--- src/rtl/core/swm_pkg.sv ---
`timescale 1ns / 1ps
`default_nettype none
package swm_pkg;

	localparam int MAX_WIDTH = 1024;
	localparam int MAX_HEIGHT = 1024;
	localparam int MAX_WINDOW = 64;

	localparam int VAL_W = 30;
	localparam int POS_W = 10;
	localparam int SUM_W = 50;
	localparam int DIM_W = 11;
	localparam int WIN_W = 7;
	localparam int CFG_IDX_W = 2;

	localparam int PTR_W = $clog2(MAX_WINDOW);
	localparam int CNT_W = PTR_W + 1;
	localparam int COLS_W = $clog2(MAX_WIDTH);
	localparam int COL_AW = COLS_W + PTR_W;
	localparam int COL_DEPTH = MAX_WIDTH * MAX_WINDOW;
	localparam int ENT_W = VAL_W + POS_W;
	localparam int HT_W = PTR_W + CNT_W;

	localparam int IN_TDATA_W = ((VAL_W + 7) / 8) * 8;
	localparam int OUT_FIELDS_W = VAL_W + 2 * POS_W + SUM_W;
	localparam int OUT_TDATA_W = ((OUT_FIELDS_W + 7) / 8) * 8;

	typedef enum logic [CFG_IDX_W-1:0] {
		REG_IMG_WIDTH  = 2'd0,
		REG_IMG_HEIGHT = 2'd1,
		REG_WIN_ROWS   = 2'd2,
		REG_WIN_COLS   = 2'd3
	} reg_idx_t;

	typedef struct packed {
		logic [VAL_W-1:0]  value;
		logic [POS_W-1:0]  col;
		logic [POS_W-1:0]  row;
		logic [WIN_W-1:0]  wc;
		logic [WIN_W-1:0]  wr;
		logic              row_reset;
		logic              col_push;
		logic [COLS_W-1:0] c0;
		logic              col_reset;
		logic              emit;
		logic [POS_W-1:0]  out_row;
		logic              frame_end;
	} cmd_t;

endpackage
`default_nettype wire

--- src/rtl/core/swm_front.sv ---
`timescale 1ns / 1ps
`default_nettype none
module swm_front (
	input  wire logic                            clk,
	input  wire logic                            arst_n,
	input  wire logic                            cfg_we,
	input  wire logic [swm_pkg::CFG_IDX_W-1:0]   cfg_index,
	input  wire logic [swm_pkg::DIM_W-1:0]       cfg_data,
	input  wire logic [swm_pkg::VAL_W-1:0]       pixel_value,
	input  wire logic                            accept,
	output swm_pkg::cmd_t                        cmd
);
	import swm_pkg::*;

	logic [DIM_W-1:0] img_width_q, img_height_q;
	logic [WIN_W-1:0] win_rows_q, win_cols_q;
	logic [POS_W-1:0] cur_row_q, cur_col_q;
	logic [DIM_W-1:0] w_eff, h_eff, col_p1, row_p1;
	logic [WIN_W-1:0] wc_clamp, wr_clamp, wc_eff, wr_eff;
	logic             row_end, frame_end;

	always_ff @(posedge clk or negedge arst_n) begin
		if (!arst_n) begin
			img_width_q  <= DIM_W'(MAX_WIDTH);
			img_height_q <= DIM_W'(MAX_HEIGHT);
			win_rows_q   <= WIN_W'(1);
			win_cols_q   <= WIN_W'(1);
		end else if (cfg_we) begin
			unique case (reg_idx_t'(cfg_index))
				REG_IMG_WIDTH:  img_width_q <= cfg_data;
				REG_IMG_HEIGHT: img_height_q <= cfg_data;
				REG_WIN_ROWS:   win_rows_q <= cfg_data[WIN_W-1:0];
				REG_WIN_COLS:   win_cols_q <= cfg_data[WIN_W-1:0];
			endcase
		end
	end

	always_comb begin
		w_eff = (img_width_q == '0) ? DIM_W'(1) :
			((img_width_q > DIM_W'(MAX_WIDTH)) ? DIM_W'(MAX_WIDTH) : img_width_q);
		h_eff = (img_height_q == '0) ? DIM_W'(1) :
			((img_height_q > DIM_W'(MAX_HEIGHT)) ? DIM_W'(MAX_HEIGHT) : img_height_q);
		wc_clamp = (win_cols_q == '0) ? WIN_W'(1) :
			((win_cols_q > WIN_W'(MAX_WINDOW)) ? WIN_W'(MAX_WINDOW) : win_cols_q);
		wr_clamp = (win_rows_q == '0) ? WIN_W'(1) :
			((win_rows_q > WIN_W'(MAX_WINDOW)) ? WIN_W'(MAX_WINDOW) : win_rows_q);
		wc_eff = (DIM_W'(wc_clamp) > w_eff) ? w_eff[WIN_W-1:0] : wc_clamp;
		wr_eff = (DIM_W'(wr_clamp) > h_eff) ? h_eff[WIN_W-1:0] : wr_clamp;
		col_p1 = DIM_W'(cur_col_q) + DIM_W'(1);
		row_p1 = DIM_W'(cur_row_q) + DIM_W'(1);
		row_end = col_p1 >= w_eff;
		frame_end = row_end && (row_p1 >= h_eff);

		cmd.value     = pixel_value;
		cmd.col       = cur_col_q;
		cmd.row       = cur_row_q;
		cmd.wc        = wc_eff;
		cmd.wr        = wr_eff;
		cmd.row_reset = cur_col_q == '0;
		cmd.col_push  = col_p1 >= DIM_W'(wc_eff);
		cmd.c0        = COLS_W'(col_p1 - DIM_W'(wc_eff));
		cmd.col_reset = cur_row_q == '0;
		cmd.emit      = row_p1 >= DIM_W'(wr_eff);
		cmd.out_row   = POS_W'(row_p1 - DIM_W'(wr_eff));
		cmd.frame_end = frame_end;
	end

	always_ff @(posedge clk or negedge arst_n) begin
		if (!arst_n) begin
			cur_row_q <= '0;
			cur_col_q <= '0;
		end else if (accept) begin
			priority if (frame_end) begin
				cur_row_q <= '0;
				cur_col_q <= '0;
			end else if (row_end) begin
				cur_col_q <= '0;
				cur_row_q <= cur_row_q + POS_W'(1);
			end else begin
				cur_col_q <= cur_col_q + POS_W'(1);
			end
		end
	end

endmodule
`default_nettype wire

--- config.mk ---
export PLATFORM = sky130hd
export DESIGN_NAME = swm_front
export DESIGN_NICKNAME = d
export VERILOG_FILES = /design/src/rtl/core/swm_pkg.sv /design/src/rtl/core/swm_front.sv
export SDC_FILE = /design/constraint.sdc
export NUM_CORES = 1
export LEC_CHECK = 0
export ABC_AREA = 1
export BUFFER_PORTS_ARGS = -buffer_cell sky130_fd_sc_hd__clkbuf_2
export CAP_MARGIN = 10
export CORE_ASPECT_RATIO = 0.75
export CORE_MARGIN = 8
export CORE_UTILIZATION = 30
export DETAILED_ROUTE_END_ITERATION = 12
export HOLD_SLACK_MARGIN = 0.06
export PLACE_DENSITY = 0.59
export SYNTH_ARGS = -nofsm -noshare
export SYNTH_HDL_FRONTEND = slang
export SYNTH_SLANG_ARGS = --single-unit
--- constraint.sdc ---
create_clock -name clk -period 4.8 [get_ports clk]
set_clock_uncertainty 0.1 [all_clocks]
set_input_delay 0.48 -clock clk [delete_from_list [all_inputs] [get_ports clk]]
set_output_delay 0.48 -clock clk [all_outputs]
set_load 0.01 [all_outputs]
; Word level (Yosys, flattened, before mapping)
; Cells that the tools add are included.
[op_classes]
eq_ne = 3
mux = 14
order_cmp = 10
addsub = 6
reduce_logical = 14
[ops]
columns = cell, count
row1 = $mux 11, 4
row2 = $mux 7, 6
row3 = $mux 10, 4
row4 = $add 10x1->11 const B, 2
row5 = $ge 11x11->1, 2
row6 = $ge 11x7->1, 2
row7 = $gt 11x11->1 const B, 2
row8 = $gt 7x11->1, 2
row9 = $logic_not 11->1, 2
row10 = $add 10x1->10 const B, 2
row11 = $logic_not 10->1, 2
row12 = $sub 10x7->10, 2
row13 = $gt 7x7->1 const B, 2
row14 = $logic_not 7->1, 2
row15 = $reduce_and 2->1, 5
row16 = $eq 2x2->1 const B, 2
row17 = $eq 2x1->1 const B, 1
row18 = $logic_not 2->1, 1
row19 = $reduce_bool 2->1, 1
row20 = $logic_and 1x1->1, 1
[totals]
out_inout_bits = 89
reg_bits = 56
elab_cells = 53

; Longest topological paths before layout
; Gate-level depths: netlist of the first run.
[logic_depth]
ltp_word = 7
depth_mapped = 28

; Worst setup path before layout of the first run
; OpenSTA, ideal clock, no wires.
[synth_path]
path_type = register to output
start = register img_width_q[7]
end = output port cmd[21] (netlist name)
path_slack_ns = 0.720
path_buffers = 1
t_arrival_ns = 3.500
t_required_ns = 4.220
stages_incl_launch_ff = 25
path_cell_list = dfrtp_1 -> nor2_1 -> nand2_1 -> nor2_1 -> nand2_1 -> nand2_2 -> inv_1 -> nor2_1 -> inv_1 -> ha_1 -> nand2_1 -> nor2_1 -> nand2_1 -> a21oi_4 -> buf_8 -> o21ai_0 -> ha_1 -> fa_1 -> o21ai_0 -> nand2_1 -> nand2_1 -> nand2_1 -> nand3_1 -> nand2_1 -> nand2_1
[synth_rtl]
columns = item, line_no
row1 = "start, declared", swm_front.sv:15  ; logic [DIM_W-1:0] img_width_q, img_height_q;
row2 = "start signal, assigned", swm_front.sv:24  ; img_width_q <= DIM_W'(MAX_WIDTH);
row3 = "start signal, assigned", swm_front.sv:30  ; REG_IMG_WIDTH: img_width_q <= cfg_data;
row4 = "end, declared", swm_front.sv:11  ; output swm_pkg::cmd_t cmd

==> results by group, run 1 <==
Setup path
  – R2r startpoint: cur_col_q[0]
  – CP delay by family, top: simple AND/OR/NAND/NOR gates
  – R2r worst-path depth: 19
  – CP peak stage delay: 0.41 ns
  – RR Endpoint: cur_row_q[1]
  – Critical Path Most Common Cell: nand2_1
  – CP max FO: 9
  – Critical path's slowest cell: dfrtp_1
  – Critical path class: reg2out
  – Startpoint Class: register
  – Buf+Inv Stages, Crit Path: 4
  – Crit. Startpoint: img_height_q[3]
  – Critical-path cell list: nor3_1 -> nand4_1 -> buf_4 -> o21ai_1 -> ha_1 -> a21oi_1 -> nand2_2 -> inv_2 -> nand2_1 -> nand2_1 -> ha_1 -> inv_1 -> fa_1 -> nand2_1 -> nand2_1 -> a21oi_2 -> o21ai_1 -> nand2_1 -> nand3_1 -> nand2_1 -> clkbuf_2
  – Required @ worst endpoint: 4.22 ns
  – Crit path DAT: 3.89 ns
  – CP endpoint kind: output pin
  – Worst reg2reg setup slack: 1.62 ns

Finish
  – Layout overhead on the synthesized area: 11.3%
  – Fillers: 1830
  – Most common cell after layout, fill and taps aside: nand2_1
  – Fin nets: 886
  – Commonest non-fill, non-tap cells in the layout: nand2_1, inv_1, clkbuf_2, ha_1, dfrtp_1
  – N_diodes: 0
  – Area occupied by multi-input gates: 2980 um2
  – Fraction of layout cells with a size suffix above 1: 0.176
  – Reg area: 1410 um2

Detailed routing
  – Final WL: 14.1 mm
  – Antenna-violating nets left: 0
  – Via density: 4.67
  – Detailed Route Iter0 Violations: 359
  – Vias: 4661
  – Pre-antenna DRT Iters: 5
  – DRC viols: 0
  – Routed len/inst: 14.2 um

Yosys
  – Post-synth EDFFs: 0
  – Avg Inst Size Synth: 6.88 um2
  – Post-synth net total: 843
  – Number of synthesis warnings: 0
  – Netlist cell types: 36
  – Synth Flop Type: dfrtp_1
  – Ys async rst share: 1.00
  – Synth area leader: dfrtp_1
  – Mapped Cells: 740
  – Mapped Area: 5090 um2
  – Seq/Total Area, Yosys: 0.276
  – Area contributors post-synth: dfrtp_1, nand2_1, ha_1
  – Post-synth top area share: 0.256
  – Flops & latches, synth: 56

Hold path
  – Min-delay worst type: in2async

GRT
  – Total global routing overflow: 0
  – First-pass GRT wire length: 23.1 mm
  – GRT Total Usage: 0.133
  – Initial antenna violation count: 0
  – Vias in the first global route: 4425
  – Largest net degree at the start of global routing: 57

Clock tree
  – CTS sink cnt: 56
  – TritonCTS Buffers: 5
  – Reg clk slew, reported paths: 0.08 ns
  – Root buffer cell: clkbuf_16
  – Clk_lat worst skew: 0.31 ns
  – Max Root-Sink Buffers: 2
  – CTS Hold Buffers Added: 0
  – H-tree Lvls: 2
  – CTS tree: yes

Power
  – Total Power: 4.10 mW
  – PwrDens: 723 nW/um2
  – Maximum vdd drop: 0.000280 V
  – P_leak: 3.15 nW

Floorplanning
  – Initial core utilization: 0.305
  – Horiz. Die Dim: 166 um
  – Rows: 41
  – Die Ht: 129 um
  – Core ar.: 16700 um2
  – I/O pin count: 136
  – Die area: 21400 um2

Timing
  – WHS: 0.221 ns
  – Max_slew headroom: 0.503
  – Final Cycle Share: 0.931
  – Maximum operating frequency: 224 MHz
  – Max-slew violation count: 0
  – Final hold vios: 0
  – Final setup violating endpoints: 0
  – Setup ws final: 0.333 ns
  – Slew @ Worst Pin: 0.746 ns
  – Minimum clock period: 4.47 ns

Placement
  – Dpl hpwl: 11.5 mm
  – Port buffer count: 75
  – Post-place setup slack: 0.285 ns
  – Gpl congestion: 0.893

Run
  – Max capacitance violation total: 0

Status
  – Outcome: finished clean
-- sequential cells by signal, summed over array words and instances, names as in the netlist --
name	flops
win_cols_q	7
win_rows_q	7
cur_col_q	10
cur_row_q	10
img_width_q	11
img_height_q	11
-- worst max-delay path by stage --
stage,end,depth (start not counted)
5_1_grt,cmd[21],27
2_1_floorplan,cmd[21],24
6_report,cmd[9],21
4_1_cts,cmd[21],27
3_3_place_gp,cmd[21],24
3_5_place_dp,cmd[21],24
-- worst register-to-register path: stages, from the launching register on --
cell and delay (ns):
dfrtp_1 0.60, ha_1 0.26, nand3_1 0.18, inv_1 0.12, nand3_1 0.08, xor2_1 0.26, inv_1 0.15, ha_1 0.33
nand2_1 0.12, inv_1 0.07, nand2_1 0.06, nand2_1 0.06, nand2_1 0.06, nand2_1 0.10, inv_1 0.07, nand2_1 0.07
nand2_2 0.19, nand2_1 0.08, nand2_1 0.08, inv_1 0.04
-- cells by family after synthesis --
| group | count (synthesis) | share of synthesized area |
|---|---|---|
| buf+inv | 162 | 0.144 |
| fa+ha+maj | 56 | 0.141 |
| flops | 56 | 0.276 |
| compound gates | 100 | 0.110 |
| xor+xnor | 23 | 0.0396 |
| simple gates | 343 | 0.289 |
-- repair_timing --
action                     CTS  global route
setup endpoints to repair    2            10
pin swaps                    1             1
gates resized for setup      0            16
setup buffers                2             1
-- cell type report --
cell class,count,area share
tap,215,0.0475
clock buffer,5,0.0221
multi-input combinational,522,0.526
timing repair buffer,79,0.0715
sequential,56,0.248
inverter,119,0.0788
clock inverter,3,0.00596
-- synth_stat cells (2+ instances only) --
cell	number
a21oi_1	22
nor2_4	3
nor3_1	3
xor2_1	19
nand2_1	210
xnor2_1	4
nand2_2	13
o21a_1	2
nand3_2	2
inv_2	8
ha_1	54
o21ai_2	6
buf_4	31
clkbuf_1	11
o21ai_1	3
dfrtp_1	52
fa_1	2
o22ai_1	6
dfstp_2	4
nand3_1	37
nor2_1	50
o21ai_0	54
inv_1	110
nand4_1	15
nor2_2	4
nor4_1	3
a21o_1	3
-- per-layer routing --
layer  share of wire  routed length, um  up-vias  GRT usage
met5               0                  0        -          0
met4          0.0094                133        0     0.0317
met3           0.056                791       11     0.0334
met2            0.40               5620      113      0.192
met1            0.54               7600     2135      0.195
li1                -                  -     2402          -
-- power breakdown --
group	switching (mW)	total, mW	internal [mW]
clock	0.201	0.403	0.202
combinational	1.84	2.94	1.10
sequential	0.162	0.757	0.596
-- metrics by stage --
step                      area, um2  std cells  setup TNS (ns)   util
final                          5670        999               0  0.339
after global routing           5670        999         -0.0357  0.339
after CTS                      5630        998               0  0.337
after detailed placement       5460        988               0  0.326
after global placement         5460        988               0  0.326
after floorplan                5090        740               0      -
Power figures use the tool's default switching activity.
==> run 2: changes to the inputs <==
Clock period 4.8 ns to 5.2 ns, I/O delays scaled along.
==> results by group, run 2 (synthesis results as in run 1) <==
Status
  – Outcome: finished clean (unchanged)

GRT
  – GRT met1 Usage: 0.199 (was 0.195)
  – Total global routing overflow: 0 (unchanged)
  – Met3 usage in global routing: 0.0297 (was 0.0334)
  – Grt met2 use: 0.191 (was 0.192)
  – Largest net degree at the start of global routing: 57 (unchanged)
  – Initial antenna violation count: 0 (unchanged)
  – GRT Total Usage: 0.133 (about the same)
  – First-pass GRT wire length: 23.2 mm (was 23.1 mm)
  – Vias in the first global route: 4396 (was 4425)
  – GRT busiest layer: met1 (unchanged)

Clock tree
  – Post CTS Setup Buffer Count: 0 (was 2)
  – Root buffer cell: clkbuf_16 (unchanged)
  – Clk_lat worst skew: 0.31 ns (about the same)
  – CTS tree: yes (unchanged)
  – CTS Hold Buffers Added: 0 (unchanged)
  – H-tree Lvls: 2 (unchanged)
  – Max Root-Sink Buffers: 2 (unchanged)
  – CTS sink cnt: 56 (unchanged)
  – Reg clk slew, reported paths: 0.08 ns (about the same)
  – Post-CTS sizing: 0 (unchanged)
  – TritonCTS Buffers: 5 (unchanged)

Timing
  – Max-slew violation count: 0 (unchanged)
  – Final setup TNS: 0 ns (unchanged)
  – Final hold vios: 0 (unchanged)
  – Minimum clock period: 4.71 ns
  – Final Cycle Share: 0.907
  – RSZ-0062 raised after global routing: no
  – Final setup violating endpoints: 0 (unchanged)
  – Maximum operating frequency: 212 MHz
  – Max_slew headroom: 0.512 (was 0.503)
  – Slew @ Worst Pin: 0.732 ns (was 0.746 ns)

Detailed routing
  – Vias: 4659 (was 4661)
  – Pre-antenna DRT Iters: 5 (unchanged)
  – DRC viols: 0 (unchanged)
  – Via density: 4.65 (was 4.67)
  – Detailed Route Iter0 Violations: 299 (was 359)
  – Antenna-violating nets left: 0 (unchanged)
  – Final WL: 14.1 mm (about the same)
  – Routed len/inst: 14.1 um (was 14.2 um)

Placement
  – Placed cell count: 988 (unchanged)
  – Placed cell areas: 5460 um2 (unchanged)
  – Gpl congestion: 0.897 (was 0.893)
  – Port buffer count: 75 (unchanged)
  – Dpl hpwl: 11.6 mm (was 11.5 mm)

Finish
  – Area occupied by multi-input gates: 2950 um2 (was 2980 um2)
  – Layout overhead on the synthesized area: 11.0% (was 11.3%)
  – Reg area: 1410 um2 (unchanged)
  – Largest registers: img_height_q: 11 flops, img_width_q: 11 flops (unchanged)
  – Fraction of layout cells with a size suffix above 1: 0.168 (was 0.176)
  – Most common cell after layout, fill and taps aside: nand2_1 (unchanged)
  – Fillers: 1836 (was 1830)
  – Fin nets: 888 (was 886)
  – Commonest non-fill, non-tap cells in the layout: nand2_1, inv_1, clkbuf_2, o21ai_0, ha_1 (was nand2_1, inv_1, clkbuf_2, ha_1, dfrtp_1)
  – Final non-filler cell area: 5650 um2 (was 5670 um2)
  – N_diodes: 0 (unchanged)
  – Non-filler cells, final: 1001 (was 999)

Setup path
  – Critical-path cell list: nor3_1 -> nand4_1 -> o21ai_0 -> ha_1 -> a21oi_1 -> nand2_2 -> inv_1 -> nand2_1 -> nand2_1 -> ha_1 -> inv_1 -> fa_1 -> nand2_1 -> nand2_1 -> a21oi_1 -> o21ai_0 -> nand2_1 -> nand2_1 -> nand2_1 -> nand2_1 -> clkbuf_2 (was nor3_1 -> nand4_1 -> buf_4 -> o21ai_1 -> ha_1 -> a21oi_1 -> nand2_2 -> inv_2 -> nand2_1 -> nand2_1 -> ha_1 -> inv_1 -> fa_1 -> nand2_1 -> nand2_1 -> a21oi_2 -> o21ai_1 -> nand2_1 -> nand3_1 -> nand2_1 -> clkbuf_2)
  – CP max FO: 9 (unchanged)
  – CP endpoint kind: output pin (unchanged)
  – Buf+Inv Stages, Crit Path: 3 (was 4)
  – CP peak stage delay: 0.47 ns (was 0.41 ns)
  – Critical path's slowest cell: o21ai_0 (was dfrtp_1)
  – Critical Path Stages: 21 (unchanged)
  – Crit path DAT: 4.09 ns (was 3.89 ns)
  – Critical Path Most Common Cell: nand2_1 (unchanged)
  – Startpoint Class: register (unchanged)
  – CP delay by family, top: simple AND/OR/NAND/NOR gates (unchanged)
  – Critical path class: reg2out (unchanged)
  – R2r worst-path depth: 18 (was 19)
  – Required @ worst endpoint: 4.58 ns (was 4.22 ns)

Hold path
  – Min-delay worst type: in2async (unchanged)

Floorplanning
  – Die Ht: 129 um (unchanged)
  – I/O pin count: 136 (unchanged)
  – Core ar.: 16700 um2 (unchanged)
  – Initial core utilization: 0.305 (unchanged)
  – Die area: 21400 um2 (unchanged)
  – Horiz. Die Dim: 166 um (unchanged)
  – Rows: 41 (unchanged)

Power
  – PwrDens: 662 nW/um2 (was 723 nW/um2)
  – P_leak: 3.16 nW (was 3.15 nW)
  – Maximum vdd drop: 0.000268 V (was 0.000280 V)

Run
  – Max capacitance violation total: 0 (unchanged)
-- run 2: final timing paths --
kind                                       from                to  slack [ns]
worst min-delay path                     arst_n     win_rows_q[4]        0.25
max in group asynchronous                arst_n      cur_col_q[2]        4.27
min in group clk                   cfg_data[10]  img_height_q[10]        0.32
worst min register to register    win_cols_q[3]     win_cols_q[3]        0.40
worst max-delay path            img_height_q[3]            cmd[9]        0.49
worst max register to register     cur_col_q[0]      cur_row_q[1]        2.04
-- run 2: power by group --
| group | leakage [nW] | internal, mW | switching, mW |
|---|---|---|---|
| combinational | 2.39 | 1.00 | 1.66 |
| sequential | 0.690 | 0.550 | 0.150 |
| clock | 0.0772 | 0.186 | 0.189 |
-- run 2: cell type report --
type                    count  share of cell area
clock buffers               5              0.0221
flip-flops and latches     56               0.249
inverters                 119              0.0790
repair buffers             81              0.0744
multi-input cells         522               0.522
well taps                 215              0.0476
clock inverters             3             0.00598
-- run 2: stage by stage --
step                total power, mW  utilization  setup slack [ns]  hold slack, ns
finish                         3.74        0.338             0.486           0.252
global route                   4.16        0.338            0.0646           0.339
CTS                            3.77        0.336             0.294           0.293
detailed placement             3.38        0.326             0.650           0.380
global placement               3.37        0.326             0.785           0.368
floorplan                      2.51            -              1.08           0.124
-- run 2: layer usage --
layer | vias to the layer above | part of all wire
met5 | - | 0
met4 | 0 | 0.010
met3 | 11 | 0.054
met2 | 116 | 0.39
met1 | 2130 | 0.54
li1 | 2402 | -
-- run 2: worst reg2reg max path: stages, from the launching register on --
cell and delay, ns:
dfrtp_1 0.59, ha_1 0.25, nand3_1 0.18, inv_1 0.12, nand3_1 0.08, xor2_1 0.25, inv_1 0.15, ha_1 0.32
nand2_1 0.10, inv_1 0.09, nand2_1 0.07, nor2_1 0.09, nand2_1 0.05, nand2_1 0.09, nor2_4 0.06, nor2_4 0.23
nand2_1 0.10, nand2_1 0.08, inv_1 0.04
==> run 3: changes to the inputs <==
Settings changed: ABC_AREA 1 to not set, PLACE_DENSITY 0.59 to 0.6.
==> results by group, run 3 <==
Status
  – Outcome: finished clean (unchanged)

Finish
  – Fraction of layout cells with a size suffix above 1: 0.353 (was 0.168)
  – Most common cell after layout, fill and taps aside: clkbuf_2 (was nand2_1)
  – Non-filler cells, final: 775 (was 1001)
  – Fin nets: 666 (was 888)
  – Commonest non-fill, non-tap cells in the layout: clkbuf_2, dfrtp_1, ha_1, mux2_2, inv_1 (was nand2_1, inv_1, clkbuf_2, o21ai_0, ha_1)
  – Layout overhead on the synthesized area: 15.5% (was 11.0%)
  – Largest registers: img_height_q: 11 flops, img_width_q: 11 flops (unchanged)

Yosys
  – Area contributors post-synth: dfrtp_1, ha_1, mux2_2 (was dfrtp_1, nand2_1, ha_1)
  – Mapped Area: 4870 um2 (was 5090 um2)
  – Seq/Total Area, Yosys: 0.289 (was 0.276)
  – Netlist cell types: 62 (was 36)
  – Synth cell count leaders: ha_1, dfrtp_1, mux2_2 (was nand2_1, inv_1, ha_1, o21ai_0, dfrtp_1)
  – Post-synth top area share: 0.267 (was 0.256)
  – Synth area leader: dfrtp_1 (unchanged)
  – Flops & latches, synth: 56 (unchanged)
  – Number of synthesis warnings: 0 (unchanged)
  – Ys async rst share: 1.00 (unchanged)
  – Synth Flop Type: dfrtp_1 (unchanged)
  – Avg Inst Size Synth: 9.51 um2 (was 6.88 um2)
  – Post-synth EDFFs: 0 (unchanged)
  – Mapped Cells: 512 (was 740)
  – Most frequent cell after synthesis: ha_1 (was nand2_1)
  – Post-synth net total: 615 (was 843)

Timing
  – Final hold vios: 0 (unchanged)
  – Slew @ Worst Pin: 0.969 ns (was 0.732 ns)
  – Final setup violating endpoints: 0 (unchanged)
  – Final Cycle Share: 0.960 (was 0.907)
  – RSZ-0062 raised after global routing: yes (was no)
  – Max-slew violation count: 0 (unchanged)
  – Max_slew headroom: 0.349 (was 0.512)
  – Final setup TNS: 0 ns (unchanged)
  – Maximum operating frequency: 200 MHz (was 212 MHz)
  – Minimum clock period: 4.99 ns (was 4.71 ns)

Setup path
  – Worst reg2reg setup slack: 1.32 ns (was 2.04 ns)
  – R2r worst-path depth: 11 (was 18)
  – Startpoint Class: register (unchanged)
  – CP peak stage delay: 0.54 ns (was 0.47 ns)
  – CP max FO: 6 (was 9)
  – Critical path class: reg2out (unchanged)
  – Critical Path Most Common Cell: inv_1 (was nand2_1)
  – R2r startpoint: cur_col_q[0] (unchanged)
  – CP endpoint kind: output pin (unchanged)
  – Crit path DAT: 4.37 ns (was 4.09 ns)
  – RR Endpoint: cur_row_q[2] (was cur_row_q[1])
  – Required @ worst endpoint: 4.58 ns (about the same)
  – Critical path's slowest cell: or4_4 (was o21ai_0)
  – Critical-path cell list: or4_1 -> nor2_1 -> o21ba_2 -> inv_1 -> ha_1 -> inv_1 -> a21o_1 -> a21oi_1 -> o21ai_1 -> o2111ai_2 -> buf_6 -> buf_4 -> mux2i_2 -> ha_4 -> a21oi_2 -> nand2_1 -> o21ai_2 -> nand3_2 -> or4_4 -> clkbuf_2 (was nor3_1 -> nand4_1 -> o21ai_0 -> ha_1 -> a21oi_1 -> nand2_2 -> inv_1 -> nand2_1 -> nand2_1 -> ha_1 -> inv_1 -> fa_1 -> nand2_1 -> nand2_1 -> a21oi_1 -> o21ai_0 -> nand2_1 -> nand2_1 -> nand2_1 -> nand2_1 -> clkbuf_2)

Placement
  – Gpl congestion: 0.853 (was 0.897)
  – Port buffer count: 75 (unchanged)
  – Dpl hpwl: 10.6 mm (was 11.6 mm)
  – Placed cell count: 755 (was 988)

Clock tree
  – Clk_lat worst skew: 0.29 ns (was 0.31 ns)
  – CTS sink cnt: 56 (unchanged)
  – Root buffer cell: clkbuf_16 (unchanged)
  – H-tree Lvls: 2 (unchanged)
  – CTS tree: yes (unchanged)
  – Max Root-Sink Buffers: 2 (unchanged)
  – TritonCTS Buffers: 5 (unchanged)
  – Reg clk slew, reported paths: 0.08 ns (about the same)

Floorplanning
  – Core ar.: 16000 um2 (was 16700 um2)
  – Rows: 40 (was 41)
  – I/O pin count: 136 (unchanged)
  – Die Ht: 126 um (was 129 um)
  – Initial core utilization: 0.305 (about the same)
  – Die area: 20600 um2 (was 21400 um2)
  – Horiz. Die Dim: 163 um (was 166 um)

GRT
  – Vias in the first global route: 4043 (was 4396)
  – Largest net degree at the start of global routing: 57 (unchanged)
  – First-pass GRT wire length: 21.3 mm (was 23.2 mm)
  – Total global routing overflow: 0 (unchanged)
  – GRT Total Usage: 0.126 (was 0.133)
  – Initial antenna violation count: 0 (unchanged)

Hold path
  – Min-delay worst type: in2async (unchanged)

Detailed routing
  – Vias: 3841 (was 4659)
  – Final WL: 13.3 mm (was 14.1 mm)
  – Via density: 4.96 (was 4.65)
  – Routed len/inst: 17.1 um (was 14.1 um)
  – DRC viols: 0 (unchanged)
  – Antenna-violating nets left: 0 (unchanged)
  – Detailed Route Iter0 Violations: 217 (was 299)
  – Pre-antenna DRT Iters: 5 (unchanged)

Run
  – Max capacitance violation total: 0 (unchanged)

Power
  – PwrDens: 491 nW/um2 (was 662 nW/um2)
  – P_leak: 2.71 nW (was 3.16 nW)
  – Maximum vdd drop: 0.000171 V (was 0.000268 V)
==> run 3: cell count changes in the layout (fill, tap and decap cells not counted), sizes merged, moves of 11 or more <==
cell    before  now
inv        119   41
mux2         0   49
mux2i        0   13
nand2      223   36
nand2b       0   12
nand3       39   14
nor2        57   26
nor2b        0   11
o21ai       63   22
xnor2        4   24
xor2        19    6
==> run 3: power breakdown <==
group	internal, mW	leakage, nW	switching (mW)
combinational	0.792	1.95	0.934
clock	0.230	0.0815	0.164
sequential	0.525	0.681	0.115
total	1.55	2.71	1.21
==> run 3: through the flow <==
stage / setup slack [ns] / hold slack [ns] / cell area, um2 / util / power (mW)
6_report: 0.208 / 0.268 / 5620 / 0.352 / 2.76
5_1_grt: -0.0675 / 0.331 / 5620 / 0.352 / 3.00
4_1_cts: 0.0286 / 0.306 / 5440 / 0.341 / 2.66
3_5_place_dp: 0.144 / 0.420 / 5230 / 0.328 / 2.25
3_3_place_gp: 0.306 / 0.410 / 5230 / 0.328 / 2.21
2_1_floorplan: 0.536 / 0.124 / 4870 / - / 1.74
==> run 3: area by class of cell <==
class	instances	area, um2
inverters	42	160
flip-flops and latches	56	1410
diodes	1	2.50
clock inverters	2	38.8
clock buffers	6	129
well taps	210	263
repair buffers	89	497
multi-input cells	369	3120
fillers	1608	10300
==> run 3: critical path: cells and delay by family (launching register included) <==
kind	cells	cell delay (ns)
AND/OR/NAND/NOR	5	1.34
AO/OA/AOI/OAI	7	1.00
buffers and inverters	5	0.58
adder cells (fa/ha/maj)	2	0.46
flip-flops	1	0.40
multiplexers	1	0.29
==> run 3: kinds of logic after synthesis <==
logic type | count (synthesis) | synth area share
multiplexers | 62 | 0.140
adder cells (fa/ha/maj) | 56 | 0.147
flip-flops | 56 | 0.289
buffers and inverters | 87 | 0.0977
AO/OA/AOI/OAI | 79 | 0.107
AND/OR/NAND/NOR | 142 | 0.161
XOR/XNOR | 30 | 0.0578
==> run 3: worst max path at each step <==
stage,endpoint,from,slack (ns),cells past startpoint
floorplan,cmd[23],win_cols_q[1],0.54,17
global placement,cmd[9],img_height_q[10],0.31,18
detailed placement,cmd[11],img_height_q[10],0.14,17
CTS,cmd[9],win_rows_q[2],0.03,21
global route,cmd[11],win_rows_q[1],-0.07,20
finish,cmd[11],win_rows_q[1],0.21,20
==> run 3: timing repair <==
item	CTS	global route
endpoints found under the hold margin	0	0
resized for setup	4	29
setup buffers	5	6
hold buffers	0	0
pin swaps	1	7
setup endpoints to repair	3	7
==> run 3: per-layer routing <==
| metal | global-route usage | vias up | part of all wire | wire length (um) |
|---|---|---|---|---|
| li1 | - | 1872 | - | - |
| met1 | 0.177 | 1860 | 0.49 | 6520 |
| met2 | 0.193 | 86 | 0.44 | 5870 |
| met3 | 0.0339 | 23 | 0.057 | 753 |
| met4 | 0.0215 | 0 | 0.0092 | 122 |
| met5 | 0 | - | 0 | 0 |
