--- config.mk ---
export PLATFORM = sky130hd
export DESIGN_NAME = swm_fifo
export DESIGN_NICKNAME = d
export VERILOG_FILES = /design/src/rtl/core/swm_pkg.sv /design/src/rtl/core/swm_fifo.sv
export SDC_FILE = /design/constraint.sdc
export NUM_CORES = 1
export LEC_CHECK = 0
export BUFFER_PORTS_ARGS = -buffer_cell sky130_fd_sc_hd__buf_2
export CAP_MARGIN = 20
export CORE_MARGIN = 8
export CORE_UTILIZATION = 30
export CTS_BUF_LIST = sky130_fd_sc_hd__clkbuf_8 sky130_fd_sc_hd__clkbuf_16
export DETAILED_ROUTE_END_ITERATION = 8
export SETUP_SLACK_MARGIN = 0.4
export SYNTH_ARGS = -nofsm -noshare
export SYNTH_HDL_FRONTEND = slang
export SYNTH_SLANG_ARGS = --single-unit
--- constraint.sdc ---
create_clock -name clk -period 4.6 [get_ports clk]
set_clock_uncertainty 0.05 [all_clocks]
set_input_delay 0.23 -clock clk [delete_from_list [all_inputs] [get_ports clk]]
set_output_delay 0.23 -clock clk [all_outputs]
set_load 0.005 [all_outputs]
--- src/rtl/core/swm_pkg.sv ---
`timescale 1ns / 1ps
`default_nettype none
package swm_pkg;

	localparam int MAX_WIDTH = 1024;
	localparam int MAX_HEIGHT = 1024;
	localparam int MAX_WINDOW = 64;

	localparam int VAL_W = 30;
	localparam int POS_W = 10;
	localparam int SUM_W = 50;
	localparam int DIM_W = 11;
	localparam int WIN_W = 7;
	localparam int CFG_IDX_W = 2;

	localparam int PTR_W = $clog2(MAX_WINDOW);
	localparam int CNT_W = PTR_W + 1;
	localparam int COLS_W = $clog2(MAX_WIDTH);
	localparam int COL_AW = COLS_W + PTR_W;
	localparam int COL_DEPTH = MAX_WIDTH * MAX_WINDOW;
	localparam int ENT_W = VAL_W + POS_W;
	localparam int HT_W = PTR_W + CNT_W;

	localparam int IN_TDATA_W = ((VAL_W + 7) / 8) * 8;
	localparam int OUT_FIELDS_W = VAL_W + 2 * POS_W + SUM_W;
	localparam int OUT_TDATA_W = ((OUT_FIELDS_W + 7) / 8) * 8;

	typedef enum logic [CFG_IDX_W-1:0] {
		REG_IMG_WIDTH  = 2'd0,
		REG_IMG_HEIGHT = 2'd1,
		REG_WIN_ROWS   = 2'd2,
		REG_WIN_COLS   = 2'd3
	} reg_idx_t;

	typedef struct packed {
		logic [VAL_W-1:0]  value;
		logic [POS_W-1:0]  col;
		logic [POS_W-1:0]  row;
		logic [WIN_W-1:0]  wc;
		logic [WIN_W-1:0]  wr;
		logic              row_reset;
		logic              col_push;
		logic [COLS_W-1:0] c0;
		logic              col_reset;
		logic              emit;
		logic [POS_W-1:0]  out_row;
		logic              frame_end;
	} cmd_t;

endpackage
`default_nettype wire

--- src/rtl/core/swm_fifo.sv ---
`timescale 1ns / 1ps
`default_nettype none
module swm_fifo (
	input  wire logic          clk,
	input  wire logic          arst_n,
	input  wire logic          push,
	input  swm_pkg::cmd_t      din,
	output logic               full,
	input  wire logic          pop,
	output swm_pkg::cmd_t      dout,
	output logic               valid
);
	import swm_pkg::*;

	cmd_t       mem_q [2];
	logic       wr_q, rd_q;
	logic [1:0] cnt_q;

	assign full  = cnt_q == 2'd2;
	assign valid = cnt_q != 2'd0;
	assign dout  = mem_q[rd_q];

	always_ff @(posedge clk) begin
		if (push) begin
			mem_q[wr_q] <= din;
		end
	end

	always_ff @(posedge clk or negedge arst_n) begin
		if (!arst_n) begin
			wr_q  <= 1'b0;
			rd_q  <= 1'b0;
			cnt_q <= 2'd0;
		end else begin
			if (push) begin
				wr_q <= ~wr_q;
			end
			if (pop) begin
				rd_q <= ~rd_q;
			end
			cnt_q <= cnt_q + 2'(push) - 2'(pop);
		end
	end

endmodule
`default_nettype wire

## Word-level counts from Yosys, hierarchy flattened

Memories as Yosys holds them, arrays and structs flattened.
Cells that the tools add are included.

| word-level totals | value |
|---|---|
| memories | 1 |
| logic and storage cells | 12 |
| output and inout bits | 91 |
| register bits after elaboration | 4 |
| memory bits (writable) | 178 |
| bits of input ports | 93 |

Memory list:

| memory | words | bits a word | read ports | clocked after Yosys merged registers in | write ports | RTL line | RTL |
|---|---|---|---|---|---|---|---|
| mem_q | 2 | 89 | 1 | 0 | 1 | swm_fifo.sv:15 | `cmd_t mem_q [2];` |

| cells by class | value |
|---|---|
| bitwise operators | 2 |
| reductions and logical operators | 1 |
| mux-type cells | 2 |
| add/sub/neg operators | 2 |
| equality and inequality tests | 1 |

Operator list:

| kind | number |
|---|---|
| 2-bit by 1-bit adder with 2-bit output | 1 |
| 2-bit equality test (second input constant) | 1 |
| 1-bit 2-to-1 mux | 2 |
| 1-bit NOT | 2 |
| 2-bit nonzero test | 1 |
| 2-bit by 1-bit subtractor with 2-bit output | 1 |

## Longest topological paths before layout

Gate-level depths: netlist (run 1).

| depth | value |
|---|---|
| depth in word-level cells | 2 |
| gate-level depth with buffers | 5 |
| gate-level depth less buffers | 5 |

## Least setup slack after synthesis (run 1)

No wires, ideal clock.

| timing path | value |
|---|---|
| path kind | reg-to-reg |
| start point | reg wr_q |
| end point | mem mem_q[0][0] (netlist bit), enable pin |
| library setup time | 548 ps |
| required time | 4002 ps |
| path buffers | 0 |
| slack | -343 ps |
| arrival time | 4345 ps |
| clock period less this slack | 4943 ps |
| cell stages (with the launch flop) | 2 |
| path through | dfrtp_1 > nor2b_1 |

RTL lines:

| what | RTL line | RTL |
|---|---|---|
| start: declaration | swm_fifo.sv:16 | `logic wr_q, rd_q;` |
| start signal: assignment | swm_fifo.sv:36 | `wr_q <= ~wr_q;` |
| end: declaration | swm_fifo.sv:15 |  |

Straight into the memory's write port.

==> results of run 1 <==
power by group through the flow:
stage	Clock [W]	Sequential (W)	Combinational, W
6_report	0.00142	0.00235	0.00131
3_5_place_dp	0	0.00240	0.00128
5_1_grt	0.00154	0.00240	0.00143
2_1_floorplan	0	0.00231	0.000854
3_3_place_gp	0	0.00245	0.00117
4_1_cts	0.00147	0.00236	0.00135
routing by layer:
layer  vias up  global-route usage  share of wire
li1       1735                   -              -
met1      1786              0.1147           0.40
met2       123              0.1850           0.51
met3        11             0.04041          0.079
met4         0             0.03686          0.013
met5         -                   0              0
critical path, stage by stage, from the launching register on:
cell and delay, ps:
sky130_fd_sc_hd__dfrtp_4 830, sky130_fd_sc_hd__buf_16 310, sky130_fd_sc_hd__mux2_2 390, sky130_fd_sc_hd__buf_2 130
how the worst max path moves through the flow:
stage                                start                     end  slack (ps)
after floorplan           wr_q$_DFFE_PN0P_   mem_q[0][0]$_DFFE_PP_        1390
after global routing      rd_q$_DFFE_PN0P_                dout[39]        2060
after detailed placement  wr_q$_DFFE_PN0P_  mem_q[1][25]$_DFFE_PP_        2470
final                     rd_q$_DFFE_PN0P_                dout[31]        2210
after global placement    rd_q$_DFFE_PN0P_                dout[63]        2470
after CTS                 rd_q$_DFFE_PN0P_                 dout[6]        2120
final cells by class:
type	count	area [µm²]	share of cell area
clock inverter	15	155.1	0.01654
sequential	182	5449	0.5811
inverter	2	7.507	0.0008005
multi-input combinational	98	1104	0.1177
clock buffer	17	425.4	0.04536
tap	280	350.3	0.03736
timing repair buffer	279	1887	0.2012
cell families after synthesis:
logic type	Yosys count	share of synthesized area
mux	89	0.1500
buf+inv	12	0.02135
simple gates	4	0.003746
xor+xnor	3	0.006180
fa+ha+maj	2	0.003745
flops	182	0.8150
state kept, by name (all words and copies together) (netlist names):
| signal | cells |
|---|---|
| mem_q | 178 |
| cnt_q | 2 |
| rd_q | 1 |
| wr_q | 1 |
cell usage in the layout, fill, tap and decap left out:
master and n:
sky130_fd_sc_hd__buf_2 183, sky130_fd_sc_hd__edfxtp_1 178, sky130_fd_sc_hd__dlygate4sd3_1 92, sky130_fd_sc_hd__mux2_2 89, sky130_fd_sc_hd__clkbuf_16 17, sky130_fd_sc_hd__inv_1 4
sky130_fd_sc_hd__clkinv_4 3, sky130_fd_sc_hd__inv_6 3, sky130_fd_sc_hd__dfrtp_1 3, sky130_fd_sc_hd__buf_4 3, sky130_fd_sc_hd__xor2_1 2, sky130_fd_sc_hd__ha_1 2
sky130_fd_sc_hd__bufinv_16 2, sky130_fd_sc_hd__clkinvlp_4 2, sky130_fd_sc_hd__xor3_1 1, sky130_fd_sc_hd__and2_4 1, sky130_fd_sc_hd__or2_2 1, sky130_fd_sc_hd__nor2b_1 1
sky130_fd_sc_hd__nor2b_4 1, sky130_fd_sc_hd__clkinv_2 1, sky130_fd_sc_hd__clkinv_1 1, sky130_fd_sc_hd__inv_8 1, sky130_fd_sc_hd__buf_16 1, sky130_fd_sc_hd__dfrtp_4 1
per-stage QoR:
| stage | cells | worst slack, ps | power (W) | area (µm²) | utilization |
|---|---|---|---|---|---|
| after floorplan | 292 | 1392 | 0.003162 | 6684 | - |
| after global placement | 748 | 2467 | 0.003623 | 7849 | 0.3596 |
| after detailed placement | 749 | 2468 | 0.003682 | 7876 | 0.3609 |
| after CTS | 873 | 2121 | 0.005190 | 9378 | 0.4297 |
| after global routing | 873 | 2062 | 0.005372 | 9378 | 0.4297 |
| final | 873 | 2207 | 0.005081 | 9378 | 0.4297 |
==> results.txt, run 1 <==
----------------------------------------------------
[Outcome]
  Status ... complete, no violations

[Detailed routing]
  Vias after detailed routing ... 3655
  Per-cell routed wire length ... 16.23 µm
  Total detailed-routing wirelength ... 14.17 mm
  Number of search-and-repair iterations in the first detailed-routing pass ... 5
  Via-per-instance ratio ... 4.187
  Iteration-0 DRC Markers ... 124
  Number of remaining DRC errors ... 0
  Post-route ant nets ... 0

[Critical path]
  Start-to-end type of the worst setup path ... reg2out
  Logic depth of the worst register-to-register path ... 2
  Data arrival time of the critical path ... 2110 ps
  Launch point of the worst reg-to-reg path ... wr_q$_DFFE_PN0P_
  Element type at the critical path end ... output pin
  Kind of start point of the critical path ... flop
  R2r setup slk ... 2540 ps
  CP max FO ... 46
  Data required time of the critical path ... 4320 ps
  Endpoint of the most critical register-to-register path ... mem_q[1][68]$_DFFE_PP_

[STA]
  Worst Hold Margin ... 102.0 ps
  Transition at the pin with the smallest max-transition slack ... 638.0 ps
  Final period demand of the worst path ... 2393 ps
  Setup repair after global routing missed its margin ... no
  Remaining max-slew budget at the tightest pin ... 0.5747
  Setup-failing EPs final ... 0
  Final Max Tran Viols ... 0
  Peak clock frequency supported by timing ... 417.9 MHz
  Fraction of the cycle the final worst path needs ... 0.5202
  Setup TNS after final layout ... 0 ps
  Final hold viol count ... 0

[Pwr]
  Power share of the combinational group ... 0.258
  Power per cell area ... 541.9 nW/µm²
  Internal Pwr Total ... 0.003719 W
  Worst supply voltage drop on vdd ... 0.0002320 V
  Leak pwr ... 3.550 nW
  Share of total power consumed by net switching ... 0.2681
  Sequential group share of total power ... 0.463
  Switching power of the nets ... 0.001362 W
  Fraction of power consumed by the clock network ... 0.279

[Layout]
  Total number of nets in the final design ... 675
  Diode insertion count for antenna repair ... 0
  Filler instances ... 1932
  Layout cell share with drive strength beyond 1 ... 0.5211
  Area growth, synth to finish ... 40.36%

[Floorplan]
  Area of the core ... 21820 µm²
  Area of the die ... 27300 µm²
  Starting density of the core ... 0.3062
  Ports placed on the boundary ... 184
  Die Wd ... 165.2 µm
  Die span in y ... 165.2 µm
  Num rows ... 54

[Yosys]
  Top post-synthesis cells by count ... 178 x sky130_fd_sc_hd__edfxtp_1, 89 x sky130_fd_sc_hd__mux2_2, 9 x sky130_fd_sc_hd__clkbuf_8
  Count of cell types in the netlist ... 12
  Cells after Synth ... 292
  Dominant cell by count in the synthesized netlist ... sky130_fd_sc_hd__edfxtp_1
  Share of flip-flops with an asynchronous set or reset after synthesis ... 0.02198
  Yosys warning total ... 0
  Proportion of netlist area held by the largest area contributor ... 0.8000
  Cell area after technology mapping ... 6681 µm²
  Post-synth EDFFs ... 178
  Cell taking the most area after synthesis ... sky130_fd_sc_hd__edfxtp_1
  Avg Cell Area, Syn ... 22.88 µm²
  Number of nets in the synthesized netlist ... 387
  Post-synthesis sequential area ratio ... 0.8150
  Dominant synthesized flop cell ... sky130_fd_sc_hd__edfxtp_1
  Top cells by area, synth ... sky130_fd_sc_hd__edfxtp_1 80%, sky130_fd_sc_hd__mux2_2 15%, sky130_fd_sc_hd__clkbuf_8 1.9%
  Flip-flop and latch count after synthesis ... 182

[Job]
  Max capacitance violation total ... 0

[GRT]
  Antenna violations before repair ... 0
  Maximum number of pins on one net before global-route repair ... 48
  Number of global-route vias before repair ... 4332
  Total track usage ... 0.1055
  Grt total ovfl ... 0
  Wire length of the first global-routing pass ... 22.17 mm

[Clock tree]
  Number of buffers on the longest clock path ... 2
  Count of clock tree sinks ... 182
  Clock slew at the register clock pins of the worst setup and hold paths ... 70 ps
  Clock tree root driver cell ... sky130_fd_sc_hd__clkbuf_16
  Post CTS Setup Buffer Count ... 0
  Number of resized instances in the post-cts repair step ... 0
  H-tree depth ... 4
  Number of buffers added to fix hold violations after cts ... 92
  Source-to-sink clock delay at the later pin of the worst-skew pair ... 410 ps
  Clock tree from TritonCTS ... done
  CTS Buf Count ... 17

[Placed design]
  Routability cong. ... 0.6818
  Number of input and output port buffers inserted ... 183
  Hpwl dp ... 9.329 mm

[Worst hold path]
  Worst Hold Class ... in2async

----------------------------------------------------
(Power assumes the default switching activity.)
==> run 2, diff against run 1 <==
ABC_AREA = 1   (was default)
clock period = 2.35 ns   (was 4.6 ns; I/O delays follow)
==> run 2 against run 1 <==
Compared with the run above: largest cell class unchanged; synthesized area increased by 3.6%; total power increased by 110%; highest routed layer unchanged; first-iteration DRC count increased by 82%; cell area increased by 3.7%; worst setup slack got worse by 1700 ps; combinational power increased by 130%; global-route usage increased by 0.48 points; largest power group unchanged; critical path depth unchanged.
==> results.txt, run 2 <==
----------------------------------------------------
[Critical path]
  Kind of start point of the critical path ... flop
  R2r setup slk ... 810 ps (-1730 ps)
  Data arrival time of the critical path ... 1660 ps (-450 ps)
  Logic depth of the worst register-to-register path ... 3 (+1)
  CP max FO ... 65 (+41%)
  Element type at the critical path end ... output pin
  Start-to-end type of the worst setup path ... reg2out
  Data required time of the critical path ... 2180 ps (-2140 ps)
  Endpoint of the most critical register-to-register path ... mem_q[1][40]$_DFFE_PP_
  Launch point of the worst reg-to-reg path ... wr_q$_DFFE_PN0P_

[Layout]
  Flip-flop count of the largest register, all copies and words added ... 178 (unchanged)
  Reg with most FFs ... mem_q
  Post-Route Utilization ... 0.4297 (about the same)
  Total number of nets in the final design ... 869 (+29%)
  Largest registers in the final layout ... mem_q (178), cnt_q (2)
  Commonest non-fill, non-tap cell in the layout ... sky130_fd_sc_hd__buf_2
  Layout cell share with drive strength beyond 1 ... 0.3139 (-0.2072)
  Area growth, synth to finish ... 40.56%
  Most used cells in the layout excluding fill and tap cells ... 183 x sky130_fd_sc_hd__buf_2, 178 x sky130_fd_sc_hd__edfxtp_1, 96 x sky130_fd_sc_hd__inv_1

[STA]
  Setup-failing EPs final ... 0 (unchanged)
  Fraction of the cycle the final worst path needs ... 0.7790
  Remaining max-slew budget at the tightest pin ... 0.6991 (+0.1244)
  Final hold viol count ... 0 (unchanged)
  Final period demand of the worst path ... 1831 ps
  Transition at the pin with the smallest max-transition slack ... 451.4 ps (-186.6 ps)
  Setup repair after global routing missed its margin ... no
  Setup TNS after final layout ... 0 ps (unchanged)
  Peak clock frequency supported by timing ... 546.2 MHz
  Least setup slack across all paths after layout ... 519.3 ps (-1688 ps)
  Final Max Tran Viols ... 0 (unchanged)

[Yosys]
  Cell taking the most area after synthesis ... sky130_fd_sc_hd__edfxtp_1
  Avg Cell Area, Syn ... 14.13 µm² (-38%)
  Top post-synthesis cells by count ... 178 x sky130_fd_sc_hd__edfxtp_1, 96 x sky130_fd_sc_hd__inv_1, 96 x sky130_fd_sc_hd__nand2_1
  Flip-flop and latch count after synthesis ... 182 (unchanged)
  Count of cell types in the netlist ... 15 (+3)
  Cell area after technology mapping ... 6922 µm² (+3.6%)
  Cells after Synth ... 490 (+68%)
  Post-synthesis sequential area ratio ... 0.7867 (-0.02829)
  Proportion of netlist area held by the largest area contributor ... 0.7722 (-0.02777)
  Post-synth EDFFs ... 178 (unchanged)
  Dominant cell by count in the synthesized netlist ... sky130_fd_sc_hd__edfxtp_1
  Top cells by area, synth ... sky130_fd_sc_hd__edfxtp_1 77%, sky130_fd_sc_hd__inv_1 5.2%, sky130_fd_sc_hd__nand2_1 5.2%
  Dominant synthesized flop cell ... sky130_fd_sc_hd__edfxtp_1
  Number of nets in the synthesized netlist ... 585 (+51%)
  Yosys warning total ... 0 (unchanged)
  Share of flip-flops with an asynchronous set or reset after synthesis ... 0.02198 (unchanged)

[Placed design]
  Number of input and output port buffers inserted ... 183 (unchanged)
  Routability cong. ... 0.6795 (-0.34%)
  Worst slack at placement ... 789.2 ps (-1678 ps)
  Hpwl dp ... 10.10 mm (+8.2%)

[Floorplan]
  Die span in y ... 167.9 µm (+1.6%)
  Num rows ... 55 (+1.9%)
  Ports placed on the boundary ... 184 (unchanged)
  Starting density of the core ... 0.3057 (-0.0004378)
  Die Wd ... 167.9 µm (+1.6%)
  Area of the core ... 22640 µm² (+3.7%)
  Area of the die ... 28190 µm² (+3.2%)

[Clock tree]
  H-tree depth ... 4 (unchanged)
  Number of buffers on the longest clock path ... 2 (unchanged)
  Clock tree from TritonCTS ... done
  Clock slew at the register clock pins of the worst setup and hold paths ... 70 ps (about the same)
  Number of resized instances in the post-cts repair step ... 0 (unchanged)
  Clock tree root driver cell ... sky130_fd_sc_hd__clkbuf_16
  CTS Buf Count ... 17 (unchanged)
  Source-to-sink clock delay at the later pin of the worst-skew pair ... 410 ps (about the same)
  Count of clock tree sinks ... 182 (unchanged)

[GRT]
  Met2 global-route usage ... 0.1938 (+0.008844)
  Maximum number of pins on one net before global-route repair ... 74 (+54%)
  Met3 track demand over resource ... 0.04163 (+0.001221)
  Grt total ovfl ... 0 (unchanged)
  Met1 routing resource usage after global routing ... 0.1196 (+0.004909)
  Number of global-route vias before repair ... 4634 (+7.0%)
  Wire length of the first global-routing pass ... 24.37 mm (+9.9%)
  Antenna violations before repair ... 3 (+3)
  Busiest grt layer ... met2
  Total track usage ... 0.1103 (+0.004752)

[Detailed routing]
  Per-cell routed wire length ... 14.40 µm (-11%)
  Iteration-0 DRC Markers ... 226 (+82%)
  Number of search-and-repair iterations in the first detailed-routing pass ... 4 (-1)
  Post-route ant nets ... 0 (unchanged)
  Number of remaining DRC errors ... 0 (unchanged)
  Total detailed-routing wirelength ... 15.48 mm (+9.2%)
  Vias after detailed routing ... 4411 (+21%)
  Via-per-instance ratio ... 4.103 (-2.0%)

[Job]
  Max capacitance violation total ... 0 (unchanged)

[Worst hold path]
  Worst Hold Class ... in2reg
  Hold wc startpoint ... din[9]
  Count of cells along the worst hold path ... 2
  Hold endpoint ... mem_q[1][9]$_DFFE_PP_

[Pwr]
  Worst supply voltage drop on vdd ... 0.0004327 V (+87%)
  Sequential group share of total power ... 0.429 (-0.034)
  Switching power of the nets ... 0.003159 W (+130%)
  Internal Pwr Total ... 0.007308 W (+96%)
  Power per cell area ... 1076 nW/µm² (+99%)
  Leak pwr ... 4.110 nW (+16%)
  Fraction of power consumed by the clock network ... 0.286 (+0.007)
  Power share of the combinational group ... 0.285 (+0.027)
  Share of total power consumed by net switching ... 0.3018 (+0.03376)

[Outcome]
  Status ... complete, no violations

----------------------------------------------------
## run 2: changes by cell type in the layout (fill, tap and decap cells not counted), sizes merged, moves of 2 or more
| cell | before | now |
|---|---|---|
| mux2 | 89 | 0 |
| nor2 | 0 | 2 |
| nor2b | 2 | 0 |
| buf | 187 | 192 |
| nand2 | 0 | 96 |
| diode | 0 | 3 |
| inv | 8 | 100 |
| o21ai | 0 | 89 |
| bufinv | 2 | 4 |
## run 2: kinds of logic (layout without fill, tap and decap cells)
| kind of cell | Yosys count | in the layout | synth area share |
|---|---|---|---|
| adder cells (fa/ha/maj) | 2 | 2 | 0.003615 |
| AO/OA/AOI/OAI | 89 | 89 | 0.07520 |
| AND/OR/NAND/NOR | 99 | 99 | 0.05387 |
| other | 0 | 3 | 0 |
| flip-flops | 182 | 182 | 0.7867 |
| buffers and inverters | 116 | 413 | 0.07809 |
| XOR/XNOR | 2 | 2 | 0.002531 |
## run 2: power groups by stage
stage / logic, W / clock network, W / registers [W]
after floorplan: 0.00171 / 0 / 0.00451
after global placement: 0.00282 / 0 / 0.00459
after detailed placement: 0.00285 / 0 / 0.00462
after CTS: 0.00304 / 0.00309 / 0.00451
after global routing: 0.00337 / 0.00321 / 0.00454
final: 0.00298 / 0.00300 / 0.00449
## run 2: worst max-delay path by stage
stage | start | to | slack (ps) | cells past startpoint
after CTS | rd_q$_DFFE_PN0P_ | dout[88] | 430 | 3
after global placement | wr_q$_DFFE_PN0P_ | mem_q[1][69]$_DFFE_PP_ | 810 | 3
after floorplan | wr_q$_DFFE_PN0P_ | mem_q[1][0]$_DFFE_PP_ | 120 | 2
final | rd_q$_DFFE_PN0P_ | dout[6] | 520 | 3
after global routing | rd_q$_DFFE_PN0P_ | dout[53] | 440 | 3
after detailed placement | wr_q$_DFFE_PN0P_ | mem_q[1][73]$_DFFE_PP_ | 790 | 3
## run 2: final cells by class
cell class	count	area, µm²
inverters	96	364.1
fillers	2109	12910
diodes	3	7.507
multi-input cells	192	945.9
well taps	285	356.6
clock buffers	17	425.4
clock inverters	15	200.2
repair buffers	285	1981
flip-flops and latches	182	5449
## run 2: metrics by stage
step	hold slack [ps]	std cells	power, W	cell area [µm²]
finish	376.8	1075	0.01047	9729
global route	358.3	1075	0.01112	9729
CTS	346.1	1071	0.01065	9714
detailed placement	-109.9	945	0.007468	8147
global placement	-108.4	945	0.007414	8147
floorplan	-228.1	490	0.006227	6935
## run 2: worst max-delay path: stages (launching register included)
cell	delay [ps]
sky130_fd_sc_hd__dfrtp_4	560
sky130_fd_sc_hd__buf_12	220
sky130_fd_sc_hd__o21ai_0	280
sky130_fd_sc_hd__buf_2	170
## run 2: routing by layer
layer,wire [µm],up-vias
li1,-,2216
met1,6427,2061
met2,7774,121
met3,1005,13
met4,268,0
met5,0,-
## run 2: timing repair
item	in CTS	in global routing
setup endpoints to repair	20	12
endpoints found under the hold margin	185	0
hold buffers	93	0
setup buffers	1	1
==> run 3, diff against run 2 <==
clock period = 1.7 ns   (was 2.35 ns; I/O delays follow)
==> run 3 against run 2 <==
Compared with the run above: the flow now finishes with violations (negative setup slack); global-route usage increased by 0.66 points; first-iteration DRC count fell by 11%; critical path depth is the same; sequential share of layout area fell by 4.9 points; register-to-register slack worse by 410 ps; total power up 59%; cell count is 2.2% higher; clock power rose by 30%; clock-buffer cell count is the same; worst setup slack worse by 540 ps; largest cell class unchanged; highest routed layer unchanged.
==> results.txt, run 3 (synthesis results as in run 2) <==
----------------------------------------------------
[Outcome]
  Status ... complete, but fails checks
  Failing checks ... negative setup slack

[Layout]
  Layout cell share with drive strength beyond 1 ... 0.4231 (+0.1093)
  Largest registers in the final layout ... mem_q (178), cnt_q (2)
  Total number of nets in the final design ... 895 (+3.0%)
  Commonest non-fill, non-tap cell in the layout ... sky130_fd_sc_hd__buf_2
  Flip-flop count of the largest register, all copies and words added ... 178 (unchanged)
  Most used cells in the layout excluding fill and tap cells ... 183 x sky130_fd_sc_hd__buf_2, 178 x sky130_fd_sc_hd__edfxtp_1, 96 x sky130_fd_sc_hd__inv_1
  Area growth, synth to finish ... 53.96%
  Reg with most FFs ... mem_q

[Clock tree]
  CTS Buf Count ... 17 (unchanged)
  Source-to-sink clock delay at the later pin of the worst-skew pair ... 420 ps (about the same)
  Clock tree root driver cell ... sky130_fd_sc_hd__clkbuf_16
  Clock tree from TritonCTS ... done
  Number of buffers on the longest clock path ... 2 (unchanged)
  Clock slew at the register clock pins of the worst setup and hold paths ... 70 ps (about the same)
  Count of clock tree sinks ... 182 (unchanged)
  H-tree depth ... 4 (unchanged)

[STA]
  Final Max Tran Viols ... 0 (unchanged)
  Final hold viol count ... 0 (unchanged)
  Setup-failing EPs final ... 10 (+10)
  Fraction of the cycle the final worst path needs ... 1.013
  Least setup slack across all paths after layout ... -22.59 ps (-541.9 ps)
  Final period demand of the worst path ... 1723 ps
  Transition at the pin with the smallest max-transition slack ... 219.1 ps (-232.3 ps)
  Remaining max-slew budget at the tightest pin ... 0.8534 (+0.1544)
  Peak clock frequency supported by timing ... 580.5 MHz
  Setup repair after global routing missed its margin ... yes

[Pwr]
  Sequential group share of total power ... 0.373 (-0.056)
  Leak pwr ... 4.485 nW (+9.1%)
  Internal Pwr Total ... 0.01139 W (+56%)
  Power share of the combinational group ... 0.392 (+0.107)
  Worst supply voltage drop on vdd ... 0.0006383 V (+47%)
  Fraction of power consumed by the clock network ... 0.235 (-0.051)
  Power per cell area ... 1558 nW/µm² (+45%)
  Switching power of the nets ... 0.005211 W (+65%)
  Post-layout power ... 0.01660 W (+59%)
  Share of total power consumed by net switching ... 0.3139 (+0.01204)

[Critical path]
  Kind of start point of the critical path ... flop
  Data required time of the critical path ... 1560 ps (-620 ps)
  R2r setup slk ... 400 ps (-410 ps)
  Endpoint of the most critical register-to-register path ... mem_q[1][33]$_DFFE_PP_
  Logic depth of the worst register-to-register path ... 4 (+1)
  Start-to-end type of the worst setup path ... reg2out
  Launch point of the worst reg-to-reg path ... wr_q$_DFFE_PN0P_
  Element type at the critical path end ... output pin
  Data arrival time of the critical path ... 1590 ps (-70 ps)
  CP max FO ... 24 (-63%)

[Detailed routing]
  Iteration-0 DRC Markers ... 201 (-11%)
  Number of search-and-repair iterations in the first detailed-routing pass ... 4 (unchanged)
  Per-cell routed wire length ... 16.01 µm (+11%)
  Vias after detailed routing ... 4597 (+4.2%)
  Number of remaining DRC errors ... 0 (unchanged)
  Total detailed-routing wirelength ... 17.59 mm (+14%)
  Post-route ant nets ... 0 (unchanged)
  Via-per-instance ratio ... 4.183 (+1.9%)

[Job]
  Max capacitance violation total ... 0 (unchanged)

[GRT]
  Grt total ovfl ... 0 (unchanged)
  Maximum number of pins on one net before global-route repair ... 41 (-45%)
  Antenna violations before repair ... 1 (-2)
  Wire length of the first global-routing pass ... 25.58 mm (+5.0%)
  Total track usage ... 0.1169 (+0.006645)
  Number of global-route vias before repair ... 4870 (+5.1%)

[Floorplan]
  Area of the core ... 22640 µm² (unchanged)
  Die Wd ... 167.9 µm (unchanged)
  Ports placed on the boundary ... 184 (unchanged)
  Die span in y ... 167.9 µm (unchanged)
  Num rows ... 55 (unchanged)
  Starting density of the core ... 0.3057 (unchanged)
  Area of the die ... 28190 µm² (unchanged)

[Placed design]
  Hpwl dp ... 10.19 mm (+0.92%)
  Number of input and output port buffers inserted ... 183 (unchanged)
  Worst slack at placement ... 327.6 ps (-461.6 ps)
  Routability cong. ... 0.7164 (+5.4%)

[Worst hold path]
  Hold wc startpoint ... din[2]
  Hold endpoint ... mem_q[1][2]$_DFFE_PP_
  Worst Hold Class ... in2reg
  Count of cells along the worst hold path ... 2 (unchanged)

----------------------------------------------------
==> run 3: changes by cell type in the layout (fill, tap and decap cells not counted), sizes merged <==
cell,delta
bufinv,-1
bufbuf,+1
clkbuf,+10
buf,+15
inv,-1
diode,-2
clkinv,+3
clkinvlp,-1
==> run 3: layer usage <==
layer	vias to the layer above	part of all wire	GRT usage
met5	-	0	0
met3	15	0.065	0.04911
met1	2172	0.41	0.1261
met4	0	0.011	0.03067
li1	2288	-	-
met2	122	0.52	0.2080
==> run 3: power groups by stage <==
stage                     logic, W  registers (W)  clock network, W
after floorplan            0.00237        0.00624                 0
after global placement     0.00405        0.00632                 0
after detailed placement   0.00408        0.00634                 0
after CTS                  0.00539        0.00619           0.00401
after global routing       0.00709        0.00628           0.00417
final                      0.00650        0.00619           0.00390
==> run 3: timing repair <==
item | in CTS | in global routing
hold buffers | 93 | 0
endpoints found under the hold margin | 185 | 0
gates resized for setup | 105 | 67
endpoints found under the setup margin | 142 | 233
gates cloned | 4 | 13
pin swaps | 7 | 18
setup buffers | 5 | 3
==> run 3: worst max path at each step <==
stage	from	endpoint	slack [ps]	cells after the start
6_report	rd_q$_DFFE_PN0P_	dout[66]	-20	3
5_1_grt	rd_q$_DFFE_PN0P_	dout[66]	-90	3
4_1_cts	rd_q$_DFFE_PN0P_	dout[31]	-30	4
3_5_place_dp	rd_q$_DFFE_PN0P_	dout[53]	330	3
3_3_place_gp	rd_q$_DFFE_PN0P_	dout[53]	300	3
2_1_floorplan	wr_q$_DFFE_PN0P_	mem_q[1][0]$_DFFE_PP_	-530	2
==> run 3: cell type report <==
type | instances | area [µm²]
fillers | 1987 | 11980
flip-flops and latches | 182 | 5449
repair buffers | 311 | 2608
multi-input cells | 192 | 1290
clock buffers | 17 | 425.4
inverters | 96 | 364.1
well taps | 285 | 356.6
clock inverters | 15 | 161.4
diodes | 1 | 2.502
==> run 3: metrics by stage <==
| stage | util | hold WS (ps) | TNS (ps) | cells | cell area [µm²] |
|---|---|---|---|---|---|
| 2_1_floorplan | - | -260.6 | -92940 | 490 | 6935 |
| 4_1_cts | 0.4440 | 310.3 | -1029 | 1082 | 10050 |
| 3_3_place_gp | 0.3619 | -149.1 | 0 | 948 | 8194 |
| 3_5_place_dp | 0.3619 | -153.3 | 0 | 948 | 8194 |
| 5_1_grt | 0.4707 | 309.6 | -4837 | 1099 | 10660 |
| 6_report | 0.4707 | 336.3 | -92.07 | 1099 | 10660 |
==> run 3: critical path, stage by stage (launching register included) <==
cell	delay, ps
sky130_fd_sc_hd__dfrtp_4	530
sky130_fd_sc_hd__bufbuf_16	320
sky130_fd_sc_hd__o21ai_2	180
sky130_fd_sc_hd__buf_2	140
